**src/rtl/core/smer_pkg.sv**
```systemverilog
`timescale 1ns / 1ps

package smer_pkg;

  localparam int EPOCH_SECONDS_DEF      = 30;
  localparam int SAMPLE_RATE_HZ_DEF     = 25;
  localparam int BPM_PERIOD_SECONDS_DEF = 30;

  // item kinds
  localparam logic [2:0] KIND_ACCEL    = 3'd0;
  localparam logic [2:0] KIND_INTERVAL = 3'd1;
  localparam logic [2:0] KIND_BPM      = 3'd2;
  localparam logic [2:0] KIND_START    = 3'd3;
  localparam logic [2:0] KIND_END      = 3'd4;

  // record types
  localparam logic [2:0] REC_INTERVAL = 3'd1;
  localparam logic [2:0] REC_BPM      = 3'd2;
  localparam logic [2:0] REC_MOTION   = 3'd3;
  localparam logic [2:0] REC_SESSION  = 3'd4;

  localparam int         VERSION_POS   = 6;
  localparam logic [7:0] VERSION_BITS  = 8'(1 << VERSION_POS);
  localparam logic [7:0] TYPE_MASK     = 8'h07;
  localparam logic [7:0] FLAG_COMPLETE = 8'(1 << 3);
  localparam logic [7:0] FLAG_DROPPED  = 8'(1 << 4);

  localparam logic signed [7:0] QUALITY_UNKNOWN = 8'sh80;
  localparam logic [6:0]        PCT_FULL        = 7'd100;

  typedef struct packed {
    logic [2:0]         kind;
    logic [31:0]        time_utc;
    logic signed [15:0] accel_x;
    logic signed [15:0] accel_y;
    logic signed [15:0] accel_z;
    logic [15:0]        event_value;
    logic signed [7:0]  event_quality;
    logic [31:0]        new_session_id;
  } item_t;

  typedef struct packed {
    logic [31:0]       rec_session_id;
    logic [15:0]       rec_sequence;
    logic [31:0]       rec_timestamp;
    logic [15:0]       rec_value;
    logic signed [7:0] rec_quality;
    logic [7:0]        rec_type_flags;
    logic              last;
  } rec_t;

  typedef struct packed {
    logic [1:0] count;
    rec_t       first;
    rec_t       second;
  } rec_pair_t;

endpackage

```
**src/rtl/core/smer_if.sv**
```systemverilog
`timescale 1ns / 1ps

interface smer_item_if;
  logic               valid;
  logic               ready;
  logic [2:0]         kind;
  logic [31:0]        time_utc;
  logic signed [15:0] accel_x;
  logic signed [15:0] accel_y;
  logic signed [15:0] accel_z;
  logic [15:0]        event_value;
  logic signed [7:0]  event_quality;
  logic [31:0]        new_session_id;

  modport source (
    output valid, kind, time_utc, accel_x, accel_y, accel_z, event_value, event_quality,
    new_session_id,
    input  ready
  );
  modport sink (
    input  valid, kind, time_utc, accel_x, accel_y, accel_z, event_value, event_quality,
    new_session_id,
    output ready
  );
endinterface

interface smer_rec_if;
  logic              valid;
  logic              ready;
  logic [31:0]       rec_session_id;
  logic [15:0]       rec_sequence;
  logic [31:0]       rec_timestamp;
  logic [15:0]       rec_value;
  logic signed [7:0] rec_quality;
  logic [7:0]        rec_type_flags;
  logic              last;

  modport source (
    output valid, rec_session_id, rec_sequence, rec_timestamp, rec_value, rec_quality,
    rec_type_flags, last,
    input  ready
  );
  modport sink (
    input  valid, rec_session_id, rec_sequence, rec_timestamp, rec_value, rec_quality,
    rec_type_flags, last,
    output ready
  );
endinterface

```
**src/rtl/core/sleep_motion_epoch_recorder_core.sv**
```systemverilog
`timescale 1ns / 1ps
// channel  modport  payload                                              transfer
// item     sink     kind, time_utc, accel x/y/z, event value/quality, id  valid && ready
// rec      source   session id, sequence, time, value, quality, flags    valid && ready
//
// one item per cycle unless the record buffer stalls; an item giving two records
// holds the rec port for both; its first record is valid on rec after the 4-stage epoch
// division pipeline, whose last stage feeds the session update into the record buffer
// the record buffer holds one item's records; when full, stall backs up the pipe
// rst is synchronous and clears all session state and valids

module sleep_motion_epoch_recorder_core import smer_pkg::*; #(
  parameter int EPOCH_SECONDS      = EPOCH_SECONDS_DEF,
  parameter int SAMPLE_RATE_HZ     = SAMPLE_RATE_HZ_DEF,
  parameter int BPM_PERIOD_SECONDS = BPM_PERIOD_SECONDS_DEF
) (
  input  logic       clk,
  input  logic       rst,
  smer_item_if.sink  item,
  smer_rec_if.source rec
);

  item_t       in_item;
  item_t       al_item;
  logic        al_valid, al_ready;
  logic [31:0] al_epoch;
  logic        buf_free, buf_load;
  rec_pair_t   pair;

  assign in_item.kind           = item.kind;
  assign in_item.time_utc       = item.time_utc;
  assign in_item.accel_x        = item.accel_x;
  assign in_item.accel_y        = item.accel_y;
  assign in_item.accel_z        = item.accel_z;
  assign in_item.event_value    = item.event_value;
  assign in_item.event_quality  = item.event_quality;
  assign in_item.new_session_id = item.new_session_id;

  smer_epoch_align #(
    .EPOCH_SECONDS(EPOCH_SECONDS)
  ) u_align (
    .clk       (clk),
    .rst       (rst),
    .in_valid  (item.valid),
    .in_ready  (item.ready),
    .in_item   (in_item),
    .out_valid (al_valid),
    .out_ready (al_ready),
    .out_item  (al_item),
    .out_epoch (al_epoch)
  );

  smer_session_ctl #(
    .EPOCH_SECONDS      (EPOCH_SECONDS),
    .SAMPLE_RATE_HZ     (SAMPLE_RATE_HZ),
    .BPM_PERIOD_SECONDS (BPM_PERIOD_SECONDS)
  ) u_ctl (
    .clk      (clk),
    .rst      (rst),
    .in_valid (al_valid),
    .in_ready (al_ready),
    .item     (al_item),
    .epoch    (al_epoch),
    .buf_free (buf_free),
    .buf_load (buf_load),
    .pair     (pair)
  );

  smer_rec_buf u_buf (
    .clk  (clk),
    .rst  (rst),
    .load (buf_load),
    .pair (pair),
    .free (buf_free),
    .rec  (rec)
  );

endmodule

```
**src/rtl/core/smer_epoch_align.sv**
```systemverilog
`timescale 1ns / 1ps

module smer_epoch_align import smer_pkg::*; #(
  parameter int EPOCH_SECONDS = EPOCH_SECONDS_DEF
) (
  input  logic        clk,
  input  logic        rst,
  input  logic        in_valid,
  output logic        in_ready,
  input  item_t       in_item,
  output logic        out_valid,
  input  logic        out_ready,
  output item_t       out_item,
  output logic [31:0] out_epoch
);

  // floor(t / E) = (t * RECIP) >> DIV_SHIFT, exact for every 32-bit t
  localparam int         EPOCH_LOG  = $clog2(EPOCH_SECONDS);
  localparam int         DIV_SHIFT  = 32 + EPOCH_LOG;
  localparam logic [63:0] RECIP_FULL =
    ((64'd1 << DIV_SHIFT) + 64'(EPOCH_SECONDS) - 64'd1) / 64'(EPOCH_SECONDS);
  localparam logic [32:0] RECIP      = RECIP_FULL[32:0];
  localparam int         EPOCH_W    = $clog2(EPOCH_SECONDS + 1);

  logic v1, v2, v3, v4;
  logic ld1, ld2, ld3, ld4;
  item_t item1, item2, item3, item4;
  logic [48:0] pp_hi, pp_lo;
  logic [31:0] quot;
  logic [31:0] epoch_base;
  logic [64:0] prod_sum;
  logic [64:0] prod_shr;
  logic [31+EPOCH_W:0] epoch_prod;

  assign ld4 = !v4 || out_ready;
  assign ld3 = !v3 || ld4;
  assign ld2 = !v2 || ld3;
  assign ld1 = !v1 || ld2;

  assign prod_sum   = {pp_hi, 16'd0} + {16'd0, pp_lo};
  assign prod_shr   = prod_sum >> DIV_SHIFT;
  assign epoch_prod = quot * EPOCH_W'(EPOCH_SECONDS);

  always_ff @(posedge clk) begin
    if (rst) begin
      v1 <= 1'b0;
      v2 <= 1'b0;
      v3 <= 1'b0;
      v4 <= 1'b0;
    end else begin
      if (ld1) v1 <= in_valid;
      if (ld2) v2 <= v1;
      if (ld3) v3 <= v2;
      if (ld4) v4 <= v3;
    end
  end

  always_ff @(posedge clk) begin
    if (ld1) item1 <= in_item;
    if (ld2) begin
      item2 <= item1;
      pp_hi <= item1.time_utc[31:16] * RECIP;
      pp_lo <= item1.time_utc[15:0] * RECIP;
    end
    if (ld3) begin
      item3 <= item2;
      quot  <= prod_shr[31:0];
    end
    if (ld4) begin
      item4      <= item3;
      epoch_base <= epoch_prod[31:0];
    end
  end

  assign in_ready  = ld1;
  assign out_valid = v4;
  assign out_item  = item4;
  assign out_epoch = epoch_base;

endmodule

```
**src/rtl/core/smer_session_ctl.sv**
```systemverilog
`timescale 1ns / 1ps

module smer_session_ctl import smer_pkg::*; #(
  parameter int EPOCH_SECONDS      = EPOCH_SECONDS_DEF,
  parameter int SAMPLE_RATE_HZ     = SAMPLE_RATE_HZ_DEF,
  parameter int BPM_PERIOD_SECONDS = BPM_PERIOD_SECONDS_DEF
) (
  input  logic        clk,
  input  logic        rst,
  input  logic        in_valid,
  output logic        in_ready,
  input  item_t       item,
  input  logic [31:0] epoch,
  input  logic        buf_free,
  output logic        buf_load,
  output rec_pair_t   pair
);

  // samples*100 / (E*SR) by one constant multiply, exact for 23-bit numerators
  localparam int          PCT_DIV   = EPOCH_SECONDS * SAMPLE_RATE_HZ;
  localparam int          PCT_LOG   = $clog2(PCT_DIV);
  localparam int          PCT_SHIFT = 23 + PCT_LOG;
  localparam logic [63:0] PCT_RECIP =
    ((64'd1 << PCT_SHIFT) + 64'(PCT_DIV) - 64'd1) / 64'(PCT_DIV);
  localparam logic [30:0] PCT_MULT  = 31'(PCT_RECIP * 64'd100);

  logic               capture_active, capture_active_next;
  logic [31:0]        session_ident, session_ident_next;
  logic [16:0]        next_seq, next_seq_next;
  logic [15:0]        drop_count, drop_count_next;
  logic               sequence_exhausted, sequence_exhausted_next;
  logic [31:0]        last_bpm_time, last_bpm_time_next;
  logic [31:0]        epoch_origin, epoch_origin_next;
  logic [15:0]        epoch_energy, epoch_energy_next;
  logic [15:0]        epoch_samples, epoch_samples_next;
  logic signed [15:0] prev_sample [3];
  logic signed [15:0] prev_sample_next [3];
  logic               prev_sample_valid, prev_sample_valid_next;

  logic        fire;
  logic        epoch_change;
  logic [18:0] motion_sum;
  logic [15:0] energy_base, energy_new, samples_base, samples_new;
  logic [16:0] energy_add;
  logic [46:0] pct_prod, pct_shr;
  logic [6:0]  pct;
  logic        bpm_ok;
  logic [31:0] session_new;

  logic              log_req, log_emit, log_drop;
  logic [2:0]        log_type;
  logic [31:0]       log_ts;
  logic [15:0]       log_val;
  logic signed [7:0] log_q;
  logic [15:0]       drop_after;
  logic [16:0]       seq_after;
  logic              start_take, end_take;
  rec_t              log_rec, term_rec, start_rec;

  function automatic logic [16:0] abs_diff(input logic signed [15:0] a,
                                           input logic signed [15:0] b);
    logic signed [16:0] d;
    d = $signed({a[15], a}) - $signed({b[15], b});
    return d[16] ? 17'(-d) : 17'(d);
  endfunction

  function automatic logic [7:0] flags_of(input logic [2:0] rtype);
    return VERSION_BITS | (TYPE_MASK & {5'd0, rtype});
  endfunction

  assign fire     = in_valid && buf_free;
  assign in_ready = buf_free;
  assign buf_load = fire;

  assign epoch_change = epoch != epoch_origin;
  assign motion_sum   = {2'd0, abs_diff(item.accel_x, prev_sample[0])}
                      + {2'd0, abs_diff(item.accel_y, prev_sample[1])}
                      + {2'd0, abs_diff(item.accel_z, prev_sample[2])};
  assign energy_base  = epoch_change ? 16'd0 : epoch_energy;
  assign energy_add   = {1'b0, energy_base} + {1'b0, motion_sum[18:3]};
  assign energy_new   = !prev_sample_valid ? energy_base :
                        (energy_add[16] ? 16'hFFFF : energy_add[15:0]);
  assign samples_base = epoch_change ? 16'd0 : epoch_samples;
  assign samples_new  = (samples_base == 16'hFFFF) ? samples_base : samples_base + 16'd1;

  assign pct_prod = epoch_samples * PCT_MULT;
  assign pct_shr  = pct_prod >> PCT_SHIFT;
  assign pct      = (pct_shr >= 47'd100) ? PCT_FULL : pct_shr[6:0];

  // plain 33-bit compare: the difference is not wrapped
  assign bpm_ok = {1'b0, item.time_utc} >= ({1'b0, last_bpm_time} + 33'(BPM_PERIOD_SECONDS));

  assign session_new = (item.new_session_id != 32'd0) ? item.new_session_id :
                       ((item.time_utc != 32'd0) ? item.time_utc : 32'd1);

  always_comb begin
    log_req  = 1'b0;
    log_type = REC_MOTION;
    log_ts   = epoch_origin;
    log_val  = epoch_energy;
    log_q    = $signed({1'b0, pct});
    if (capture_active) begin
      unique case (item.kind)
        KIND_ACCEL: log_req = epoch_change && (epoch_samples != 16'd0);
        KIND_INTERVAL: begin
          log_req  = item.event_value != 16'd0;
          log_type = REC_INTERVAL;
          log_ts   = item.time_utc;
          log_val  = item.event_value;
          log_q    = item.event_quality;
        end
        KIND_BPM: begin
          log_req  = bpm_ok;
          log_type = REC_BPM;
          log_ts   = item.time_utc;
          log_val  = item.event_value;
          log_q    = item.event_quality;
        end
        KIND_END: log_req = epoch_samples != 16'd0;
        default: log_req = 1'b0;
      endcase
    end
  end

  assign log_emit   = log_req && !sequence_exhausted && !next_seq[16];
  assign log_drop   = log_req && !log_emit;
  assign drop_after = (log_drop && drop_count != 16'hFFFF) ? drop_count + 16'd1 : drop_count;
  assign seq_after  = log_emit ? next_seq + 17'd1 : next_seq;
  assign start_take = (item.kind == KIND_START) && !capture_active;
  assign end_take   = (item.kind == KIND_END) && capture_active;

  always_comb begin
    log_rec.rec_session_id = session_ident;
    log_rec.rec_sequence   = next_seq[15:0];
    log_rec.rec_timestamp  = log_ts;
    log_rec.rec_value      = log_val;
    log_rec.rec_quality    = log_q;
    log_rec.rec_type_flags = flags_of(log_type);
    log_rec.last           = item.kind != KIND_END;

    term_rec.rec_session_id = session_ident;
    term_rec.rec_sequence   = seq_after[15:0];
    term_rec.rec_timestamp  = item.time_utc;
    term_rec.rec_value      = drop_after;
    term_rec.rec_quality    = QUALITY_UNKNOWN;
    term_rec.rec_type_flags = flags_of(REC_SESSION) | FLAG_COMPLETE
                            | ((drop_after != 16'd0) ? FLAG_DROPPED : 8'd0);
    term_rec.last           = 1'b1;

    start_rec.rec_session_id = session_new;
    start_rec.rec_sequence   = 16'd0;
    start_rec.rec_timestamp  = item.time_utc;
    start_rec.rec_value      = 16'd0;
    start_rec.rec_quality    = QUALITY_UNKNOWN;
    start_rec.rec_type_flags = flags_of(REC_SESSION);
    start_rec.last           = 1'b1;

    pair.count  = 2'd0;
    pair.first  = log_rec;
    pair.second = term_rec;
    if (start_take) begin
      pair.count = 2'd1;
      pair.first = start_rec;
    end else if (end_take) begin
      if (log_emit) begin
        pair.count = 2'd2;
      end else begin
        pair.count = 2'd1;
        pair.first = term_rec;
      end
    end else if (log_emit) begin
      pair.count = 2'd1;
    end
  end

  always_comb begin
    capture_active_next     = capture_active;
    session_ident_next      = session_ident;
    next_seq_next           = next_seq;
    drop_count_next         = drop_count;
    sequence_exhausted_next = sequence_exhausted;
    last_bpm_time_next      = last_bpm_time;
    epoch_origin_next       = epoch_origin;
    epoch_energy_next       = epoch_energy;
    epoch_samples_next      = epoch_samples;
    prev_sample_next        = prev_sample;
    prev_sample_valid_next  = prev_sample_valid;

    if (capture_active && item.kind != KIND_START) begin
      next_seq_next           = seq_after;
      drop_count_next         = drop_after;
      sequence_exhausted_next = sequence_exhausted || log_drop;
      if (item.kind == KIND_ACCEL) begin
        epoch_origin_next      = epoch;
        epoch_energy_next      = energy_new;
        epoch_samples_next     = samples_new;
        prev_sample_next[0]    = item.accel_x;
        prev_sample_next[1]    = item.accel_y;
        prev_sample_next[2]    = item.accel_z;
        prev_sample_valid_next = 1'b1;
      end
      if (item.kind == KIND_BPM && log_emit) last_bpm_time_next = item.time_utc;
    end

    // a new session and the end of one both start from a clean slate
    if (start_take || end_take) begin
      capture_active_next     = 1'b0;
      session_ident_next      = 32'd0;
      next_seq_next           = 17'd0;
      drop_count_next         = 16'd0;
      sequence_exhausted_next = 1'b0;
      last_bpm_time_next      = 32'd0;
      epoch_origin_next       = 32'd0;
      epoch_energy_next       = 16'd0;
      epoch_samples_next      = 16'd0;
      prev_sample_next[0]     = 16'sd0;
      prev_sample_next[1]     = 16'sd0;
      prev_sample_next[2]     = 16'sd0;
      prev_sample_valid_next  = 1'b0;
    end
    if (start_take) begin
      capture_active_next = 1'b1;
      session_ident_next  = session_new;
      next_seq_next       = 17'd1;
      epoch_origin_next   = epoch;
    end
  end

  always_ff @(posedge clk) begin
    if (rst) begin
      capture_active     <= 1'b0;
      session_ident      <= 32'd0;
      next_seq           <= 17'd0;
      drop_count         <= 16'd0;
      sequence_exhausted <= 1'b0;
      last_bpm_time      <= 32'd0;
      epoch_origin       <= 32'd0;
      epoch_energy       <= 16'd0;
      epoch_samples      <= 16'd0;
      prev_sample[0]     <= 16'sd0;
      prev_sample[1]     <= 16'sd0;
      prev_sample[2]     <= 16'sd0;
      prev_sample_valid  <= 1'b0;
    end else if (fire) begin
      capture_active     <= capture_active_next;
      session_ident      <= session_ident_next;
      next_seq           <= next_seq_next;
      drop_count         <= drop_count_next;
      sequence_exhausted <= sequence_exhausted_next;
      last_bpm_time      <= last_bpm_time_next;
      epoch_origin       <= epoch_origin_next;
      epoch_energy       <= epoch_energy_next;
      epoch_samples      <= epoch_samples_next;
      prev_sample        <= prev_sample_next;
      prev_sample_valid  <= prev_sample_valid_next;
    end
  end

  a_start_opens: assert property (@(posedge clk) disable iff (rst)
    fire && item.kind == KIND_START && !capture_active
    |=> capture_active && next_seq == 17'd1 && session_ident != 32'd0)
    else $error("start did not open a session");

  a_exhausted_seq: assert property (@(posedge clk) disable iff (rst)
    sequence_exhausted |-> next_seq[16])
    else $error("exhausted without a full sequence space");

  a_idle_clean: assert property (@(posedge clk) disable iff (rst)
    !capture_active |-> next_seq == 17'd0 && drop_count == 16'd0)
    else $error("counters not cleared while idle");

endmodule

```
**src/rtl/core/smer_rec_buf.sv**
```systemverilog
`timescale 1ns / 1ps

module smer_rec_buf import smer_pkg::*; (
  input  logic       clk,
  input  logic       rst,
  input  logic       load,
  input  rec_pair_t  pair,
  output logic       free,
  smer_rec_if.source rec
);

  logic [1:0] count;
  rec_t       first;
  rec_t       second;
  logic       pop;

  assign pop  = rec.valid && rec.ready;
  assign free = (count == 2'd0) || (count == 2'd1 && rec.ready);

  always_ff @(posedge clk) begin
    if (rst) begin
      count <= 2'd0;
    end else if (load) begin
      count <= pair.count;
    end else if (pop) begin
      count <= count - 2'd1;
    end
  end

  always_ff @(posedge clk) begin
    if (load) begin
      first  <= pair.first;
      second <= pair.second;
    end else if (pop && count == 2'd2) begin
      first <= second;
    end
  end

  assign rec.valid          = count != 2'd0;
  assign rec.rec_session_id = first.rec_session_id;
  assign rec.rec_sequence   = first.rec_sequence;
  assign rec.rec_timestamp  = first.rec_timestamp;
  assign rec.rec_value      = first.rec_value;
  assign rec.rec_quality    = first.rec_quality;
  assign rec.rec_type_flags = first.rec_type_flags;
  assign rec.last           = first.last;

  a_pair_order: assert property (@(posedge clk) disable iff (rst)
    count == 2'd2 |-> !first.last && second.last)
    else $error("two-record pair with wrong last marking");

endmodule

```
**src/flat_wrapper.sv**
```systemverilog
// flat-port wrapper written by rule: the top's interface ports become plain ports
module sleep_motion_epoch_recorder_core_flat import smer_pkg::*;
#(
  parameter int EPOCH_SECONDS      = EPOCH_SECONDS_DEF,
  parameter int SAMPLE_RATE_HZ     = SAMPLE_RATE_HZ_DEF,
  parameter int BPM_PERIOD_SECONDS = BPM_PERIOD_SECONDS_DEF
)
  (clk, rst, item_valid, item_kind, item_time_utc, item_accel_x, item_accel_y, item_accel_z, item_event_value, item_event_quality, item_new_session_id, item_ready, rec_valid, rec_rec_session_id, rec_rec_sequence, rec_rec_timestamp, rec_rec_value, rec_rec_quality, rec_rec_type_flags, rec_last, rec_ready);
  smer_item_if item_i ();
  smer_rec_if rec_i ();
  input  logic clk;
  input  logic rst;
  input wire logic [$bits(item_i.valid)-1:0] item_valid;
  input wire logic [$bits(item_i.kind)-1:0] item_kind;
  input wire logic [$bits(item_i.time_utc)-1:0] item_time_utc;
  input wire logic [$bits(item_i.accel_x)-1:0] item_accel_x;
  input wire logic [$bits(item_i.accel_y)-1:0] item_accel_y;
  input wire logic [$bits(item_i.accel_z)-1:0] item_accel_z;
  input wire logic [$bits(item_i.event_value)-1:0] item_event_value;
  input wire logic [$bits(item_i.event_quality)-1:0] item_event_quality;
  input wire logic [$bits(item_i.new_session_id)-1:0] item_new_session_id;
  output wire logic [$bits(item_i.ready)-1:0] item_ready;
  output wire logic [$bits(rec_i.valid)-1:0] rec_valid;
  output wire logic [$bits(rec_i.rec_session_id)-1:0] rec_rec_session_id;
  output wire logic [$bits(rec_i.rec_sequence)-1:0] rec_rec_sequence;
  output wire logic [$bits(rec_i.rec_timestamp)-1:0] rec_rec_timestamp;
  output wire logic [$bits(rec_i.rec_value)-1:0] rec_rec_value;
  output wire logic [$bits(rec_i.rec_quality)-1:0] rec_rec_quality;
  output wire logic [$bits(rec_i.rec_type_flags)-1:0] rec_rec_type_flags;
  output wire logic [$bits(rec_i.last)-1:0] rec_last;
  input wire logic [$bits(rec_i.ready)-1:0] rec_ready;
  assign item_i.valid = item_valid;
  assign item_i.kind = item_kind;
  assign item_i.time_utc = item_time_utc;
  assign item_i.accel_x = item_accel_x;
  assign item_i.accel_y = item_accel_y;
  assign item_i.accel_z = item_accel_z;
  assign item_i.event_value = item_event_value;
  assign item_i.event_quality = item_event_quality;
  assign item_i.new_session_id = item_new_session_id;
  assign item_ready = item_i.ready;
  assign rec_valid = rec_i.valid;
  assign rec_rec_session_id = rec_i.rec_session_id;
  assign rec_rec_sequence = rec_i.rec_sequence;
  assign rec_rec_timestamp = rec_i.rec_timestamp;
  assign rec_rec_value = rec_i.rec_value;
  assign rec_rec_quality = rec_i.rec_quality;
  assign rec_rec_type_flags = rec_i.rec_type_flags;
  assign rec_last = rec_i.last;
  assign rec_i.ready = rec_ready;
  sleep_motion_epoch_recorder_core #(.EPOCH_SECONDS(EPOCH_SECONDS), .SAMPLE_RATE_HZ(SAMPLE_RATE_HZ), .BPM_PERIOD_SECONDS(BPM_PERIOD_SECONDS)) u_core (.clk(clk), .rst(rst), .item(item_i), .rec(rec_i));
endmodule
```
**config.mk**
```make
export PLATFORM = sky130hd
export DESIGN_NAME = sleep_motion_epoch_recorder_core_flat
export DESIGN_NICKNAME = d
export VERILOG_FILES = /design/src/rtl/core/smer_pkg.sv /design/src/rtl/core/smer_if.sv /design/src/rtl/core/sleep_motion_epoch_recorder_core.sv /design/src/rtl/core/smer_epoch_align.sv /design/src/rtl/core/smer_session_ctl.sv /design/src/rtl/core/smer_rec_buf.sv /design/src/flat_wrapper.sv
export SDC_FILE = /design/constraint.sdc
export NUM_CORES = 2
export LEC_CHECK = 0
export BUFFER_PORTS_ARGS = -buffer_cell sky130_fd_sc_hd__buf_2
export CAP_MARGIN = 20
export CORE_MARGIN = 8
export CORE_UTILIZATION = 57
export DETAILED_ROUTE_END_ITERATION = 8
export GPL_ROUTABILITY_DRIVEN = 0
export GPL_TIMING_DRIVEN = 0
export MAX_ROUTING_LAYER = met4
export PLACE_DENSITY = 0.78
export SYNTH_ARGS = -nofsm -noshare
export SYNTH_HDL_FRONTEND = slang
export SYNTH_HIERARCHICAL = 1
export SYNTH_SLANG_ARGS = --single-unit
export TNS_END_PERCENT = 100
```
**constraint.sdc**
```tcl
create_clock -name clk -period 6.82 [get_ports clk]
set_input_delay 0.341 -clock clk [delete_from_list [all_inputs] [get_ports clk]]
set_output_delay 0.341 -clock clk [all_outputs]
set_load 0.005 [all_outputs]
```
### After elaboration in Yosys (flattened, before gate mapping)

Index checks and enable logic that the tools add are counted.

| storage, ports and cells | value |
|---|---|
| flip-flop bits (word level) | 1143 |
| input port bits | 143 |
| output and inout port bits | 115 |
| logic and storage cells | 216 |

| operators by class | value |
|---|---|
| $add $sub $neg | 15 |
| multipliers | 4 |
| $lt $le $gt $ge | 2 |
| equal/unequal tests | 11 |
| mux-type cells | 64 |
| reduce and logical (&&, ||, !) cells | 53 |

Operators by type and width:

| cell | number |
|---|---|
| 32-bit two-way mux | 13 |
| 16-bit two-way mux | 16 |
| 113-bit two-way mux | 2 |
| 81-bit two-way mux | 2 |
| 48-bit two-way mux | 3 |
| 17-bit two-way mux | 7 |
| 115-bit two-way mux | 1 |
| 16-bit by 32-bit multiplier with 48-bit output (second input constant) | 2 |
| 65-bit by 49-bit adder with 65-bit output | 1 |
| 32-bit nonzero test | 2 |
| 17-bit negator | 3 |
| 16-bit by 16-bit subtractor with 17-bit output | 3 |
| 16-bit nonzero test | 3 |
| 16-bit by 29-bit multiplier with 45-bit output (second input constant) | 1 |
| 32-bit by 5-bit adder with 33-bit output (second input constant) | 1 |
| 32-bit by 33-bit >= comparator with 1-bit output | 1 |
| 16-bit by 1-bit adder with 16-bit output (second input constant) | 2 |
| 32-bit != test | 1 |
| 28-bit by 4-bit multiplier with 31-bit output (second input constant) | 1 |
| 18-bit by 17-bit adder with 19-bit output | 1 |
| 17-bit by 17-bit adder with 18-bit output | 1 |
| 16-bit by 16-bit adder with 17-bit output | 1 |
| 17-bit by 1-bit adder with 17-bit output (second input constant) | 1 |
| 16-bit equality test (second input constant) | 1 |
| other kinds (27) | 79 |

### Longest topological paths before layout

| logic depth | value |
|---|---|
| depth after elaboration | 16 |
| depth in mapped cells | 34 |

### By module

Netlist, hierarchy kept.

Modules (own cells, without submodules):

| module | times used | cells each | area an instance (um^2) | sequential area each (um^2) |
|---|---|---|---|---|
| smer_epoch_align | 1 | 1862 | 31024.8 | 20860.0 |
| smer_session_ctl | 1 | 2780 | 22163.8 | 4244.1 |
| smer_rec_buf | 1 | 373 | 8360.5 | 6826.5 |

### Least setup slack after synthesis

No wires, ideal clock.

| timing | value |
|---|---|
| path type | register -> register |
| start | register u_core.u_align.item4 (netlist bit u_core/u_align/out_item[56]) |
| end | register u_core.u_ctl.epoch_energy[13] |
| arrival time | 6.891 ns |
| path slack | -0.189 ns |
| cell stages (with the launch flop) | 34 |
| path buffers | 2 |
| clock period less this slack | 7.009 ns |
| cells stage by stage | edfxtp_1 > inv_1 > ha_1 > inv_1 > fa_1 > a21o_1 > a21oi_1 > nand2b_1 > a21oi_1 > a211oi_1 > nor3_1 > a211oi_1 > mux2i_1 > clkbuf_1 > nor2_1 > xnor2_1 > fa_1 > ha_1 > o211a_1 > o211ai_1 > a31oi_1 > a41o_1 > o41a_1 > a21oi_1 > o21ai_0 > xor2_1 > ha_1 > or3_1 > o31ai_1 > o211ai_1 > a311o_1 > clkbuf_1 > o221ai_1 > nand2_1 |

| on the way | value |
|---|---|
| word-level cells in the longest chain between the ends | 10 |

Ends and longest elaborated chain:

| element | line | text |
|---|---|---|
| start: declaration | smer_epoch_align.sv:27 | `item_t item1, item2, item3, item4;` |
| start signal: assignment | smer_epoch_align.sv:70 | `item4 <= item3;` |
| 16-bit by 16-bit subtractor with 17-bit output (*) | smer_session_ctl.sv:63 | `d = $signed({a[15], a}) - $signed({b[15], b});` |
| 17-bit negator | smer_session_ctl.sv:64 | `return d[16] ? 17'(-d) : 17'(d);` |
| 17-bit two-way mux (*) | smer_session_ctl.sv:64 |  |
| 18-bit by 17-bit adder with 19-bit output (*) | smer_session_ctl.sv:78 | `+ {2'd0, abs_diff(item.accel_z, prev_sample[2])};` |
| 16-bit by 16-bit adder with 17-bit output (*) | smer_session_ctl.sv:80 | `assign energy_add = {1'b0, energy_base} + {1'b0, motion_sum[18:3]};` |
| 16-bit two-way mux (*) | smer_session_ctl.sv:82 | `(energy_add[16] ? 16'hFFFF : energy_add[15:0]);` |
| 16-bit two-way mux (*) | smer_session_ctl.sv:81 | `assign energy_new = !prev_sample_valid ? energy_base :` |
| 16-bit two-way mux (*) | smer_session_ctl.sv:193 | `if (item.kind == KIND_ACCEL) begin` |
| 16-bit two-way mux (*) | smer_session_ctl.sv:189 | `if (capture_active && item.kind != KIND_START) begin` |
| 16-bit two-way mux (*) | smer_session_ctl.sv:206 | `if (start_take \|\| end_take) begin` |
| end signal: assignment | smer_session_ctl.sv:252 | `epoch_energy <= epoch_energy_next;` |
| end: declaration | smer_session_ctl.sv:34 | `logic [15:0] epoch_energy, epoch_energy_next;` |

Every way passes the cells marked *; elsewhere a longest branch is shown, timed or not. The select of a mux whose other input is x is not followed.
A chain may end at the register's enable or synchronous reset.

### Final worst setup path

Same ends and word-level chain as after synthesis.

==> impl_metrics.ini <==
[outcome]
status = finished with violations
violations = negative setup slack

[global_route]
grt_start_max_net_pins = 133
antenna_found_initial = 4
grt_pass1_wl_um = 227000
track_usage_pct = 25.0
grt_pass1_vias = 41510
grt-ovfl-total = 0

[min_path]
holdCritPathClass = in -> reg
holdPathStages = 4
min-delay-start = rec_ready
hold_end = u_core/u_buf/count[1]

[finish]
syn_to_final_growth_pct = 15.7
final_common_cell = edfxtp_1
drive_gt1_share_pct = 16.1
layout_common_cells = edfxtp_1 (918), ha_1 (541), inv_1 (394), nor2_1 (316), a21oi_1 (280)
final_nets = 6490
utilization_pct = 66.5
fillCellCount = 7484

[placed_design]
dp_hpwl_um = 103000
port_buffers = 257
preCtsSetupSlack_ns = -1.11

[setup_path]
crit_family = compound AO/OA/AOI/OAI gates
cp_num_buf_inv = 4
r2r_end = u_core/u_ctl/epoch_energy[13]
r2r-start = u_core/u_align/out_item[56]
critPathMaxFanout = 5
start_kind = flop
r2r_slack_ns = -0.25
cp-end-kind = flop
worst-endpoint-required_ns = 7.44
slowest_delay_ns = 0.46
reg2reg_depth = 33
cpMaxStageDelayCell = a311o_2
worstPathArrival_ns = 7.69
crit_type = reg -> reg

[route]
drc = 0
wl_um = 147000
dr_total_vias = 41417
viasPerCell = 5.83
drt_iter0_markers = 3917
wl_per_cell_um = 20.7
firstDrtPassIters = 6
ant_nets = 0

[sta]
period_needed_ns = 7.07
report.final.slew_viol_count = 0
hold_violations = 0
slew_headroom_pct = 20.9
rsz0062_at_grt = true
tightest_slew_ns = 1.18
max_freq_mhz = 141
finClkSkew_ns = 0.0602
finalSetupViolCount = 16
fin_crit_sh_pct = 104
setup_slack_ns = -0.254

[die]
chipHeight_um = 345
core_area_um2 = 107000
num_io_pins = 258
num_rows = 120
die-width_um = 345
start_util_pct = 57.5
dieArea_um2 = 119000

[synth]
seq_area_frac_synth_pct = 51.9
synthCells = 5015
avgSynthCellArea_um2 = 12.3
ys_seq_elements = 1136
syn_area_um2 = 61500
synth_cell_type_count = 103
synth_edf_count = 918
synthArstFlopShare_pct = 0
ys.flop_type = edfxtp_1
ys_warn_count = 6

[clock_tree]
clock_sinks = 1136
clkLatencyLatePin_ns = 0.75
htree_levels = 3
tritoncts = yes
cts_buffer_depth = 3
cts_inserted_buffers = 116
clk_pin_slew_worst_paths_ns = 0.06
clockRootBuffer = clkbuf_16

[power_and_ir_drop]
power_leakage_nw = 29.4
irDropWorstVdd_mv = 0.513
power-per-cell-area_nw_per_um2 = 381

[job]
max_cap_violations = 0
==> flip-flops by register name, indices dropped and copies added, names as in the netlist, 8 cells and up <==
signal / flops
u_core/u_align/item1: 139
u_core/u_align/item2: 139
u_core/u_align/item3: 139
u_core/u_align/out_item: 139
u_core/u_buf/second: 113
u_core/u_ctl/prev_sample: 48
u_core/u_align/pp_hi: 45
u_core/u_align/pp_lo: 32
u_core/u_buf/rec.rec_session_id: 32
u_core/u_buf/rec.rec_timestamp: 32
u_core/u_ctl/epoch_origin: 32
u_core/u_ctl/last_bpm_time: 32
u_core/u_ctl/session_ident: 32
u_core/u_align/out_epoch: 31
u_core/u_align/quot: 28
u_core/u_ctl/next_seq: 17
u_core/u_buf/rec.rec_sequence: 16
u_core/u_buf/rec.rec_value: 16
u_core/u_ctl/drop_count: 16
u_core/u_ctl/epoch_energy: 16
u_core/u_ctl/epoch_samples: 16
u_core/u_buf/rec.rec_quality: 8
u_core/u_buf/rec.rec_type_flags: 8
==> worst reg2reg max path, delay by kind of cell (launching register included) <==
kind                     cells  cell delay, ns
buffers and inverters        4            0.45
AO/OA/AOI/OAI               16            3.43
adder cells (fa/ha/maj)      5            1.44
multiplexers                 1            0.17
AND/OR/NAND/NOR              5            0.76
XOR/XNOR                     2            0.29
flip-flops                   1            0.45
==> layout make-up <==
class	instances	area, um^2	area share [%]
multi-input cells	3275	27600	38.7
plain buffers	221	1290	1.81
diodes	1	2.50	0.00351
inverters	400	1520	2.14
clock buffers	150	3120	4.38
flip-flops and latches	1136	32000	44.9
well taps	1403	1760	2.46
repair buffers	452	3300	4.63
clock inverters	69	734	1.03
==> routing by layer <==
layer	vias up	global-route usage [%]	share of wire, %
met1	20122	32.5	42
met5	-	-	0
li1	19264	-	-
met3	327	3.53	7.5
met2	1704	40.5	47
met4	0	8.28	3.4
==> cells in the mapped netlist (129+ instances only) <==
cell / instances / area [um^2]
a21oi_1: 291 / 1460
dfxtp_1: 218 / 4360
edfxtp_1: 918 / 27600
fa_1: 193 / 3860
ha_1: 552 / 6910
inv_1: 399 / 1500
mux2_2: 146 / 1640
nand2_1: 262 / 983
nand3_1: 129 / 646
nor2_1: 326 / 1220
o21ai_0: 153 / 766
xnor2_1: 181 / 1590
xor2_1: 144 / 1260
==> what timing repair did <==
| item | CTS | global route |
|---|---|---|
| hold endpoints to repair | 145 | 0 |
| gates resized for setup | 90 | 55 |
| hold buffers | 141 | 0 |
| setup buffers | 30 | 10 |
| pin swaps | 42 | 49 |
| gates cloned | 1 | 0 |
| endpoints found under the setup margin | 23 | 22 |
==> worst max-delay path by stage <==
stage,cells past startpoint,start,endpoint,slack [ns]
final,33,u_core/u_align/out_item[56],u_core/u_ctl/epoch_energy[13],-0.25
after global routing,34,u_core/u_align/out_item[56],u_core/u_ctl/epoch_energy[13],-0.51
after detailed placement,33,u_core/u_align/out_item[56],u_core/u_ctl/epoch_energy[1],-1.11
after CTS,33,u_core/u_align/out_item[56],u_core/u_ctl/epoch_energy[11],-0.09
after floorplan,33,u_core/u_align/out_item[56],u_core/u_ctl/epoch_energy[13],0.02
after global placement,9,u_core/u_buf/count[0],u_core/u_buf/rec.rec_value[6],-2.54
==> through the flow <==
step | area, um^2 | hold WS (ns) | TNS, ns | instances | total power [mW]
2_1_floorplan | 61600 | 0.400 | 0 | 5032 | 17.7
3_3_place_gp | 64700 | 0.401 | -753.28 | 6692 | 19.7
3_5_place_dp | 65000 | 0.405 | -18.93 | 6703 | 20.1
4_1_cts | 70900 | 0.0622 | -0.770 | 7094 | 26.8
5_1_grt | 71200 | 0.0915 | -7.03 | 7107 | 28.8
6_report | 71200 | 0.112 | -2.87 | 7107 | 27.1
==> cells by family (layout without fill, tap and decap cells) <==
group	Yosys count	after routing	synth area share, %
fa+ha+maj	747	747	17.5
simple gates	1127	1127	8.94
flops	1136	1136	51.9
mux	183	183	3.28
other cells	3	21	0.0183
compound gates	873	873	9.22
buf+inv	621	1292	4.50
xor+xnor	325	325	4.62
==> power by group <==
group | switching (mW) | total [mW] | internal, mW | leakage (nW)
registers | 0.504 | 9.24 | 8.74 | 11.2
clock network | 2.78 | 6.39 | 3.61 | 1.87
logic | 6.40 | 11.5 | 5.09 | 16.4
Note: power is estimated with default switching activity, not from simulation.
